--- src/sv/lcs_pkg.sv ---
// ---------------------------------------------------------------------------
// Layer command sequencer package
// Shared widths, codes, state types and the phase-advance functions.
// ---------------------------------------------------------------------------
package lcs_pkg;

    localparam int GROUP     = 4;
    localparam int ADDR_W    = 16;
    localparam int LEN_W     = 10;
    localparam int MASK_W    = 8;
    localparam int SLOT_W    = 3;
    localparam int GC_W      = 10;
    localparam int SPAN_W    = GC_W + SLOT_W;
    localparam int CFG_IDX_W = 3;
    localparam int CFG_DATA_W = 16;
    localparam int OP_W      = 2;

    // Register indexes of the configuration port.
    localparam logic [CFG_IDX_W-1:0] REG_WEIGHT_BASE = 3'd0;
    localparam logic [CFG_IDX_W-1:0] REG_INPUT_BASE  = 3'd1;
    localparam logic [CFG_IDX_W-1:0] REG_INPUT_LEN   = 3'd2;
    localparam logic [CFG_IDX_W-1:0] REG_OUTPUT_BASE = 3'd3;
    localparam logic [CFG_IDX_W-1:0] REG_OUTPUT_LEN  = 3'd4;
    localparam logic [CFG_IDX_W-1:0] REG_PREACT_BASE = 3'd5;
    localparam logic [CFG_IDX_W-1:0] REG_ACT_MASK    = 3'd6;
    localparam logic [CFG_IDX_W-1:0] REG_TRAIN_MODE  = 3'd7;

    typedef enum logic [OP_W-1:0] {
        OP_MATMUL = 2'd0,
        OP_MOVE   = 2'd1,
        OP_NOP    = 2'd2,
        OP_DONE   = 2'd3
    } opcode_t;

    typedef enum logic [4:0] {
        PH_MATMUL   = 5'b00001,
        PH_MOVE_OUT = 5'b00010,
        PH_NOP      = 5'b00100,
        PH_MOVE_PRE = 5'b01000,
        PH_DONE     = 5'b10000
    } phase_t;

    typedef struct packed {
        logic [ADDR_W-1:0] weight_base;
        logic [ADDR_W-1:0] input_base;
        logic [LEN_W-1:0]  input_len;
        logic [ADDR_W-1:0] output_base;
        logic [LEN_W-1:0]  output_len;
        logic [ADDR_W-1:0] preact_base;
        logic [MASK_W-1:0] act_mask;
        logic              train_mode;
    } cfg_t;

    typedef struct packed {
        phase_t            phase;
        logic [ADDR_W-1:0] weight_ptr;
        logic [LEN_W-1:0]  input_count;
        logic [ADDR_W-1:0] output_ptr;
        logic [ADDR_W-1:0] preact_ptr;
        logic [SLOT_W-1:0] slot_count;
        logic [GC_W-1:0]   group_count;
    } seq_t;

    // Output moves left in this group.
    function automatic logic out_open(seq_t s, cfg_t c);
        logic [ADDR_W-1:0] diff;
        diff = s.output_ptr - c.output_base;
        return (s.slot_count < SLOT_W'(GROUP)) && (diff < ADDR_W'(c.output_len));
    endfunction

    // Pre-activation moves left in this group.
    function automatic logic pre_open(seq_t s, cfg_t c);
        logic [ADDR_W-1:0] diff;
        diff = s.preact_ptr - c.preact_base;
        return (s.slot_count < SLOT_W'(GROUP)) && (diff < ADDR_W'(c.output_len));
    endfunction

    // Step to the next group and settle its first phase. With no inputs and
    // no output moves left outside training, every later group is empty as
    // well, so the layer ends at once.
    function automatic seq_t next_group(seq_t s, cfg_t c);
        seq_t             r;
        logic [GC_W-1:0]  gc1;
        logic [SPAN_W-1:0] span;
        r    = s;
        gc1  = s.group_count + 1'b1;
        span = SPAN_W'(gc1) * SPAN_W'(GROUP);
        r.group_count = gc1;
        if (span >= SPAN_W'(c.output_len)) begin
            r.phase = PH_DONE;
        end else begin
            r.input_count = '0;
            r.slot_count  = '0;
            if (c.input_len != '0) begin
                r.phase = PH_MATMUL;
            end else if (out_open(r, c)) begin
                r.phase = PH_MOVE_OUT;
            end else if (c.train_mode) begin
                r.phase = PH_NOP;
            end else begin
                r.phase = PH_DONE;
            end
        end
        return r;
    endfunction

    // Skip over phases that have nothing left to issue.
    function automatic seq_t settle(seq_t s, cfg_t c);
        seq_t r;
        r = s;
        if (r.phase == PH_MATMUL && r.input_count >= c.input_len) begin
            r.phase      = PH_MOVE_OUT;
            r.slot_count = '0;
        end
        if (r.phase == PH_MOVE_OUT && !out_open(r, c)) begin
            if (c.train_mode) begin
                r.phase = PH_NOP;
            end else begin
                r = next_group(r, c);
            end
        end
        if (r.phase == PH_NOP && r.slot_count >= SLOT_W'(GROUP)) begin
            r.phase      = PH_MOVE_PRE;
            r.slot_count = '0;
        end
        if (r.phase == PH_MOVE_PRE && !pre_open(r, c)) begin
            r = next_group(r, c);
        end
        return r;
    endfunction

endpackage

--- src/sv/layer_command_sequencer_core.sv ---
// A request waits in the input register until the result register is empty or taken.
// Throughput: one command per cycle while m_tready holds; the input register and
// the result register let a new request enter while the previous command waits to be taken.
// Reset: the configuration, the sequencing state and both valid flags clear, the
// sequence sits at done, and every request before the first restart returns a done record.
// ---------------------------------------------------------------------------
// Layer command sequencer core
// Issues one matmul, move, nop or done command per request for a dense layer
// processed in groups of neurons.
// ---------------------------------------------------------------------------
module layer_command_sequencer_core
(
    input  logic                            clk,
    input  logic                            rst_n,
    // configuration writes
    input  logic                            cfg_valid,
    output logic                            cfg_ready,
    input  logic [lcs_pkg::CFG_IDX_W-1:0]   cfg_index,
    input  logic [lcs_pkg::CFG_DATA_W-1:0]  cfg_data,
    // requests
    input  logic                            s_tvalid,
    output logic                            s_tready,
    input  logic [7:0]                      s_tdata,  // [0] restart, [7:1] zero
    // commands
    output logic                            m_tvalid,
    input  logic                            m_tready,
    output logic [47:0]                     m_tdata,  // [15:0] addr_a, [31:16] addr_b,
                                                      // [32] bypass, [40:33] mask_out,
                                                      // [47:41] zero
    output logic [1:0]                      m_tuser,  // [1:0] opcode
    output logic                            m_tlast
);
    import lcs_pkg::*;

    cfg_t              cfg_reg;
    seq_t              seq_reg;
    seq_t              seq_next;
    logic              in_valid_reg;
    logic              restart_reg;
    logic              out_valid_reg;
    opcode_t           op_reg;
    opcode_t           op_next;
    logic [ADDR_W-1:0] addr_a_reg;
    logic [ADDR_W-1:0] addr_a_next;
    logic [ADDR_W-1:0] addr_b_reg;
    logic [ADDR_W-1:0] addr_b_next;
    logic              bypass_reg;
    logic              bypass_next;
    logic [MASK_W-1:0] mask_reg;
    logic [MASK_W-1:0] mask_next;
    logic              last_reg;
    logic              last_next;
    logic              advance;
    seq_t              start;

    assign cfg_ready = 1'b1;
    assign advance   = in_valid_reg && (!out_valid_reg || m_tready);
    assign s_tready  = !in_valid_reg || advance;

    always_ff @(posedge clk or negedge rst_n)
    begin
        if (!rst_n) begin
            cfg_reg <= '0;
        end else if (cfg_valid && cfg_ready) begin
            unique case (cfg_index)
                REG_WEIGHT_BASE: cfg_reg.weight_base <= cfg_data;
                REG_INPUT_BASE:  cfg_reg.input_base  <= cfg_data;
                REG_INPUT_LEN:   cfg_reg.input_len   <= cfg_data[LEN_W-1:0];
                REG_OUTPUT_BASE: cfg_reg.output_base <= cfg_data;
                REG_OUTPUT_LEN:  cfg_reg.output_len  <= cfg_data[LEN_W-1:0];
                REG_PREACT_BASE: cfg_reg.preact_base <= cfg_data;
                REG_ACT_MASK:    cfg_reg.act_mask    <= cfg_data[MASK_W-1:0];
                REG_TRAIN_MODE:  cfg_reg.train_mode  <= cfg_data[0];
                default:         cfg_reg             <= cfg_reg;
            endcase
        end
    end

    always_comb
    begin
        seq_t s;
        s = seq_reg;
        if (restart_reg) begin
            s.weight_ptr  = cfg_reg.weight_base;
            s.output_ptr  = cfg_reg.output_base;
            s.preact_ptr  = cfg_reg.preact_base;
            s.input_count = '0;
            s.slot_count  = '0;
            s.group_count = '0;
            s.phase       = (cfg_reg.output_len == '0) ? PH_DONE : PH_MATMUL;
            s = settle(s, cfg_reg);
        end
        start = s;
    end

    always_comb
    begin
        seq_next    = start;
        op_next     = OP_DONE;
        addr_a_next = '0;
        addr_b_next = '0;
        bypass_next = 1'b0;
        mask_next   = '0;
        last_next   = 1'b0;
        unique case (start.phase)
            PH_MATMUL:
            begin
                op_next              = OP_MATMUL;
                addr_a_next          = start.weight_ptr;
                addr_b_next          = cfg_reg.input_base + ADDR_W'(start.input_count);
                seq_next.weight_ptr  = start.weight_ptr + 1'b1;
                seq_next.input_count = start.input_count + 1'b1;
            end
            PH_MOVE_OUT:
            begin
                op_next             = OP_MOVE;
                addr_a_next         = start.output_ptr;
                bypass_next         = 1'b1;
                mask_next           = cfg_reg.act_mask;
                seq_next.output_ptr = start.output_ptr + 1'b1;
                seq_next.slot_count = start.slot_count + 1'b1;
            end
            PH_NOP:
            begin
                op_next             = OP_NOP;
                seq_next.slot_count = start.slot_count + 1'b1;
            end
            PH_MOVE_PRE:
            begin
                op_next             = OP_MOVE;
                addr_a_next         = start.preact_ptr;
                bypass_next         = 1'b1;
                mask_next           = cfg_reg.act_mask;
                seq_next.preact_ptr = start.preact_ptr + 1'b1;
                seq_next.slot_count = start.slot_count + 1'b1;
            end
            PH_DONE:
            begin
                op_next = OP_DONE;
            end
            default:
            begin
                op_next = OP_DONE;
            end
        endcase
        if (op_next != OP_DONE) begin
            seq_next  = settle(seq_next, cfg_reg);
            last_next = (seq_next.phase == PH_DONE);
        end
    end

    always_ff @(posedge clk or negedge rst_n)
    begin
        if (!rst_n) begin
            in_valid_reg  <= 1'b0;
            out_valid_reg <= 1'b0;
            seq_reg.phase       <= PH_DONE;
            seq_reg.weight_ptr  <= '0;
            seq_reg.input_count <= '0;
            seq_reg.output_ptr  <= '0;
            seq_reg.preact_ptr  <= '0;
            seq_reg.slot_count  <= '0;
            seq_reg.group_count <= '0;
        end else begin
            if (s_tvalid && s_tready) begin
                in_valid_reg <= 1'b1;
            end else if (advance) begin
                in_valid_reg <= 1'b0;
            end
            if (advance) begin
                out_valid_reg <= 1'b1;
                seq_reg       <= seq_next;
            end else if (m_tready) begin
                out_valid_reg <= 1'b0;
            end
        end
    end

    always_ff @(posedge clk)
    begin
        if (s_tvalid && s_tready) begin
            restart_reg <= s_tdata[0];
        end
        if (advance) begin
            op_reg     <= op_next;
            addr_a_reg <= addr_a_next;
            addr_b_reg <= addr_b_next;
            bypass_reg <= bypass_next;
            mask_reg   <= mask_next;
            last_reg   <= last_next;
        end
    end

    assign m_tvalid = out_valid_reg;
    assign m_tdata  = {7'd0, mask_reg, bypass_reg, addr_b_reg, addr_a_reg};
    assign m_tuser  = op_reg;
    assign m_tlast  = last_reg;

endmodule
--- config.mk ---
export PLATFORM = sky130hd
export DESIGN_NAME = layer_command_sequencer_core
export DESIGN_NICKNAME = d
export VERILOG_FILES = /design/src/sv/lcs_pkg.sv /design/src/sv/layer_command_sequencer_core.sv
export SDC_FILE = /design/constraint.sdc
export NUM_CORES = 1
export LEC_CHECK = 0
export BUFFER_PORTS_ARGS = -buffer_cell sky130_fd_sc_hd__buf_2
export CAP_MARGIN = 30
export CORE_MARGIN = 4
export CORE_UTILIZATION = 56
export CTS_CLUSTER_DIAMETER = 80
export CTS_CLUSTER_SIZE = 24
export DETAILED_ROUTE_END_ITERATION = 8
export PLACE_DENSITY = 0.88
export SLEW_MARGIN = 15
export SYNTH_ARGS = -nofsm -noshare
export SYNTH_HDL_FRONTEND = slang
export SYNTH_SLANG_ARGS = --single-unit
export TNS_END_PERCENT = 100
--- constraint.sdc ---
create_clock -name clk -period 9 [get_ports clk]
set_input_delay 1.8 -clock clk [delete_from_list [all_inputs] [get_ports clk]]
set_output_delay 1.8 -clock clk [all_outputs]
set_load 0.05 [all_outputs]
# == Word level (Yosys, flattened, before mapping) ==
# Index checks and enable logic that the tools add are counted.
# classes
n_lt_le_gt_ge,18
n_reduce_logical,37
muxes,60
n_eq_ne,20
n_addsub,15
# op_table
cell,count
$mux 76,9
$mux 5,24
$lt 16x10->1,6
$sub 16x16->16,6
$mux 55,1
$add 16x1->16 const B,3
$pmux 16 s3,1
$add 10x1->10 const B,4
$ge 12x10->1,3
$mux 3,12
$mux 16,2
$mux 10,3
$mux 26,1
$add 16x10->16,1
$reduce_and 2->1,8
$eq 5x2->1 const B,3
$eq 5x3->1 const B,3
$eq 5x4->1 const B,3
$logic_and 1x1->1,14
$mux 13,1
$eq 3x3->1 const B,4
$lt 3x3->1 const B,4
$eq 5x1->1 const B,2
$ge 1x10->1 const A,1
18 further kinds,31
# word_totals
wordCells,174
regBits,216

# == Depth between registers and ports, before layout ==
# depth
ltp_word,43
depth_mapped,46
ltp_nobuf,37

# == Worst setup path after synthesis ==
# Ideal clock, no wire load.
# synth_path
kind,flip-flop to flip-flop
start,register restart_reg
end,register seq_reg[46] in the netlist's numbering
t_arrival_ps,9887
period_less_slack_ps,10008
stages_incl_launch_ff,46
path_slack_ps,-1008
required_time_ps,8879
n_path_buf,11
setup_time_ps,121
path_cell_list,edfxtp_1 -> buf_2 -> buf_2 -> buf_1 -> buf_1 -> buf_2 -> buf_2 -> buf_2 -> buf_1 -> clkbuf_1 -> clkbuf_1 -> mux2_2 -> ha_1 -> mux2i_1 -> inv_1 -> ha_1 -> nor2b_1 -> o31a_1 -> [10 not listed] -> or4_4 -> o21ai_4 -> nand2_1 -> nand2_1 -> ha_1 -> nand2_1 -> a211oi_2 -> xnor2_1 -> ha_1 -> a21oi_1 -> nor2b_1 -> o21ai_0 -> a21oi_1 -> nor3_1 -> o21ai_2 -> and3_1 -> buf_6 -> a22o_1
# synth_via
elab_chain_len,24
word_cells_on_any_way,61
# synth_lines
element,line,rtl
start: declaration,layer_command_sequencer_core.sv:39,logic restart_reg;
start signal: assignment,layer_command_sequencer_core.sv:182,restart_reg <= s_tdata[0];
$mux 76 *,layer_command_sequencer_core.sv:83,if (restart_reg) begin
"parallel branches: the longest is 22 deep, another holds $add 16x1->16",--,
$mux 76 *,layer_command_sequencer_core.sv:146,if (op_next != OP_DONE) begin
end signal: assignment,layer_command_sequencer_core.sv:172,seq_reg <= seq_next;
end: declaration,layer_command_sequencer_core.sv:36,seq_t seq_reg;
# Every way passes the cells marked *. The select of a mux whose other input is x is not followed.
# A chain may end at the register's enable or synchronous reset.

# == Worst setup path after layout ==
# layout_path
start,register cfg_reg[32] in the netlist's numbering
end,register seq_reg[11] in the netlist's numbering
# layout_via
elab_chain_len,43
word_cells_on_any_way,100
# layout_lines
element,line,rtl
start: declaration,layer_command_sequencer_core.sv:35,cfg_t cfg_reg;
start signal: assignment,layer_command_sequencer_core.sv:74,default: cfg_reg <= cfg_reg;
"parallel branches: the longest is 42 deep, another holds $ge 12x10->1",--,
$mux 76 *,layer_command_sequencer_core.sv:146,
# Marked as above.

==> flow_summary.json <==
{
  "num_rows": 58,
  "first_iter_violations": 1319,
  "postSynth.asyncResetShare_pct": 79.2,
  "cts_tree": "done",
  "clk_pin_slew_ps": 100,
  "design.die.area_sq_mm": 0.0286,
  "overflow": 0,
  "stdcell_count": 1935,
  "finalPower_mw": 3.49,
  "regArea_sq_mm": 0.00563,
  "antenna_found_initial": 0,
  "wirelength_mm": 39.5,
  "r2r_end": "seq_reg[11]$_DFFE_PN0P_",
  "ant_nets": 0,
  "finalHoldViolCount": 0,
  "fin_crit_ps": 8480,
  "fillers": 1971,
  "synth_edf_count": 45,
  "yosysUniqueCellTypes": 93,
  "core-area_sq_mm": 0.0253,
  "critPathMaxStageDelay_ps": 560,
  "ys_seq_area_share_pct": 38.7,
  "critPathCaptureType": "flip-flop",
  "die_y_um": 169,
  "cts_buffer_depth": 3,
  "hold_path.class": "reg -> reg",
  "vias": 12171,
  "place_area_sq_mm": 0.0153,
  "post_cts_resized": 0,
  "synth_flop_cell": "dfrtp_1",
  "worstPathMaxFanout": 7,
  "cp-start-kind": "flip-flop",
  "max-vdd-ir-drop_mv": 0.177,
  "wl_per_cell_um": 20.4,
  "layout_common_cells": "nand2_1 (210), dfrtp_1 (170), o21ai_0 (96), ha_1 (94), nor2_1 (91)",
  "worst-r2r-setup-slack_ps": 520,
  "cp-endpoint": "seq_reg[11]$_DFFE_PN0P_",
  "cts_buffers": 13,
  "yosysWarnings": 0,
  "postCtsSetupBuffers": 0,
  "ctsHoldBuffers": 0,
  "viasPerCell": 6.29,
  "worstSetupPathType": "reg -> reg",
  "die_w_um": 169,
  "initial_core_util_pct": 57.4,
  "p_leak_nw": 6.99,
  "final_common_cell": "nand2_1",
  "grt_pass1_wl_mm": 62.7,
  "numClockSinks": 216,
  "track_usage_pct": 27.0,
  "fin_nets": 1728,
  "grt_start_max_net_pins": 81,
  "drtPass1Iterations": 6,
  "ios": 86,
  "cp.required_ps": 9370,
  "cts_root_buffer": "clkbuf_16",
  "worstReg2RegStart": "cfg_reg[32]$_DFFE_PN0P_",
  "hpwl_mm": 28.2,
  "worst_pin_slew_ps": 899,
  "r2r_cells": 36,
  "fin_skew_ps": 22.5,
  "cp-startpoint": "cfg_reg[32]$_DFFE_PN0P_",
  "largest_reg_flops": 93,
  "drive_above_1_share_pct": 15.9,
  "grt_pass1_vias": 11887,
  "maxCapViolCount": 0,
  "diodes": 0,
  "ys_seq_elements": 216,
  "dp.cells": 1911,
  "area_growth_syn_to_layout_pct": 8.17,
  "run_status": "complete, no violations",
  "syn-cell-area_sq_mm": 0.0145,
  "hold_slack_ps": 486,
  "syn_inst": 1542,
  "slowest_stage": "or4_4",
  "maxSlewHeadroom_pct": 39.7,
  "power_per_cell_area_mw_per_mm2": 222,
  "finalMaxSlewViolations": 0,
  "cts_max_level": 1,
  "setup_viol": 0,
  "clk_latency_ps": 490,
  "globalplace.congestion": 0.922,
  "cp_data_arrival_time_ps": 8850,
  "numPortBuffers": 70,
  "avgSynthCellArea_sq_um": 9.43,
  "fin_crit_sh_pct": 94.3,
  "multi_input_area_sq_mm": 0.00832,
  "fin_area_sq_mm": 0.0157,
  "drc": 0,
  "timing.fmax_mhz": 118
}
through the flow:
step / worst slack, ps / setup TNS (ps) / util [%]
after floorplan: 22.1 / 0 / -
after global routing: -17.9 / -101 / 62.1
after global placement: 606 / 0 / 60.3
after CTS: 455 / 0 / 61.9
after detailed placement: 567 / 0 / 60.4
final: 517 / 0 / 62.1
worst min path at each step:
stage               cells past startpoint  slack (ps)                     from                 endpoint
floorplan                               2         440  seq_reg[25]$_DFFE_PN0P_  seq_reg[25]$_DFFE_PN0P_
global placement                        2         450  seq_reg[40]$_DFFE_PN0P_  seq_reg[40]$_DFFE_PN0P_
detailed placement                      2         460  seq_reg[18]$_DFFE_PN0P_  seq_reg[18]$_DFFE_PN0P_
CTS                                     2         490  seq_reg[18]$_DFFE_PN0P_  seq_reg[18]$_DFFE_PN0P_
global route                            2         520  seq_reg[25]$_DFFE_PN0P_  seq_reg[25]$_DFFE_PN0P_
finish                                  2         490  seq_reg[43]$_DFFE_PN0P_  seq_reg[43]$_DFFE_PN0P_
cells by family (layout without fill, tap and decap cells):
kind of cell / Yosys count / after routing / synth area share [%]
DFF: 216 / 216 / 38.7
muxes: 120 / 120 / 9.05
AOI/OAI and AO/OA: 329 / 329 / 15.1
and+or+nand+nor: 509 / 509 / 17.1
adders and majority gates: 97 / 97 / 8.50
buffers and inverters: 158 / 215 / 4.59
xor gates and xnor gates: 111 / 111 / 6.88
other: 2 / 8 / 0.0517
Yosys cell counts, drive strengths merged (9+ instances only):
cell type,n,area share (%)
nor2b,32,1.4
nor4,14,0.86
buf,33,1.4
nand4,12,0.62
xnor2,68,4.1
ha,94,8.1
and3,13,0.60
dfrtp,170,29
nand2b,16,0.69
nand2,211,5.4
nor2,91,2.3
or2,9,0.39
a21o,20,1.0
mux2i,38,2.7
a21oi,68,2.4
mux2,82,6.4
edfxtp,45,9.3
a22o,12,0.73
or3,13,0.63
inv,93,2.4
o21a,18,0.93
o21ai,108,3.8
clkbuf,32,0.83
nor3,32,1.1
and2,14,0.62
nand3,27,0.93
xor2,42,2.6
critical path, delay by kind of cell (launching register included):
kind / cells / cell delay, ps
xor+xnor: 1 / 150
flops: 1 / 390
buf+inv: 1 / 70
mux: 1 / 300
fa+ha+maj: 4 / 1120
simple gates: 13 / 3260
compound gates: 16 / 3060
layer usage:
layer | vias to the layer above | GRT usage (%) | part of all wire [%]
met4 | 0 | 9.73 | 4.1
met1 | 5884 | 36.8 | 41
met3 | 135 | 3.63 | 8.2
li1 | 5541 | - | -
met2 | 611 | 44.4 | 47
met5 | - | 0 | 0
report_power, final:
part	switching, mW	internal, mW
clock	0.343	0.277
sequential	0.154	1.20
combinational	0.905	0.611
total	1.40	2.08
area by class of cell:
type,instances,area share (%)
clock buffers,18,2.19
clock inverters,3,0.183
inverters,93,2.23
multi-input cells,1174,52.9
flip-flops and latches,216,35.8
well taps,330,2.63
repair buffers,101,4.08
Power figures use the tool's default switching activity.
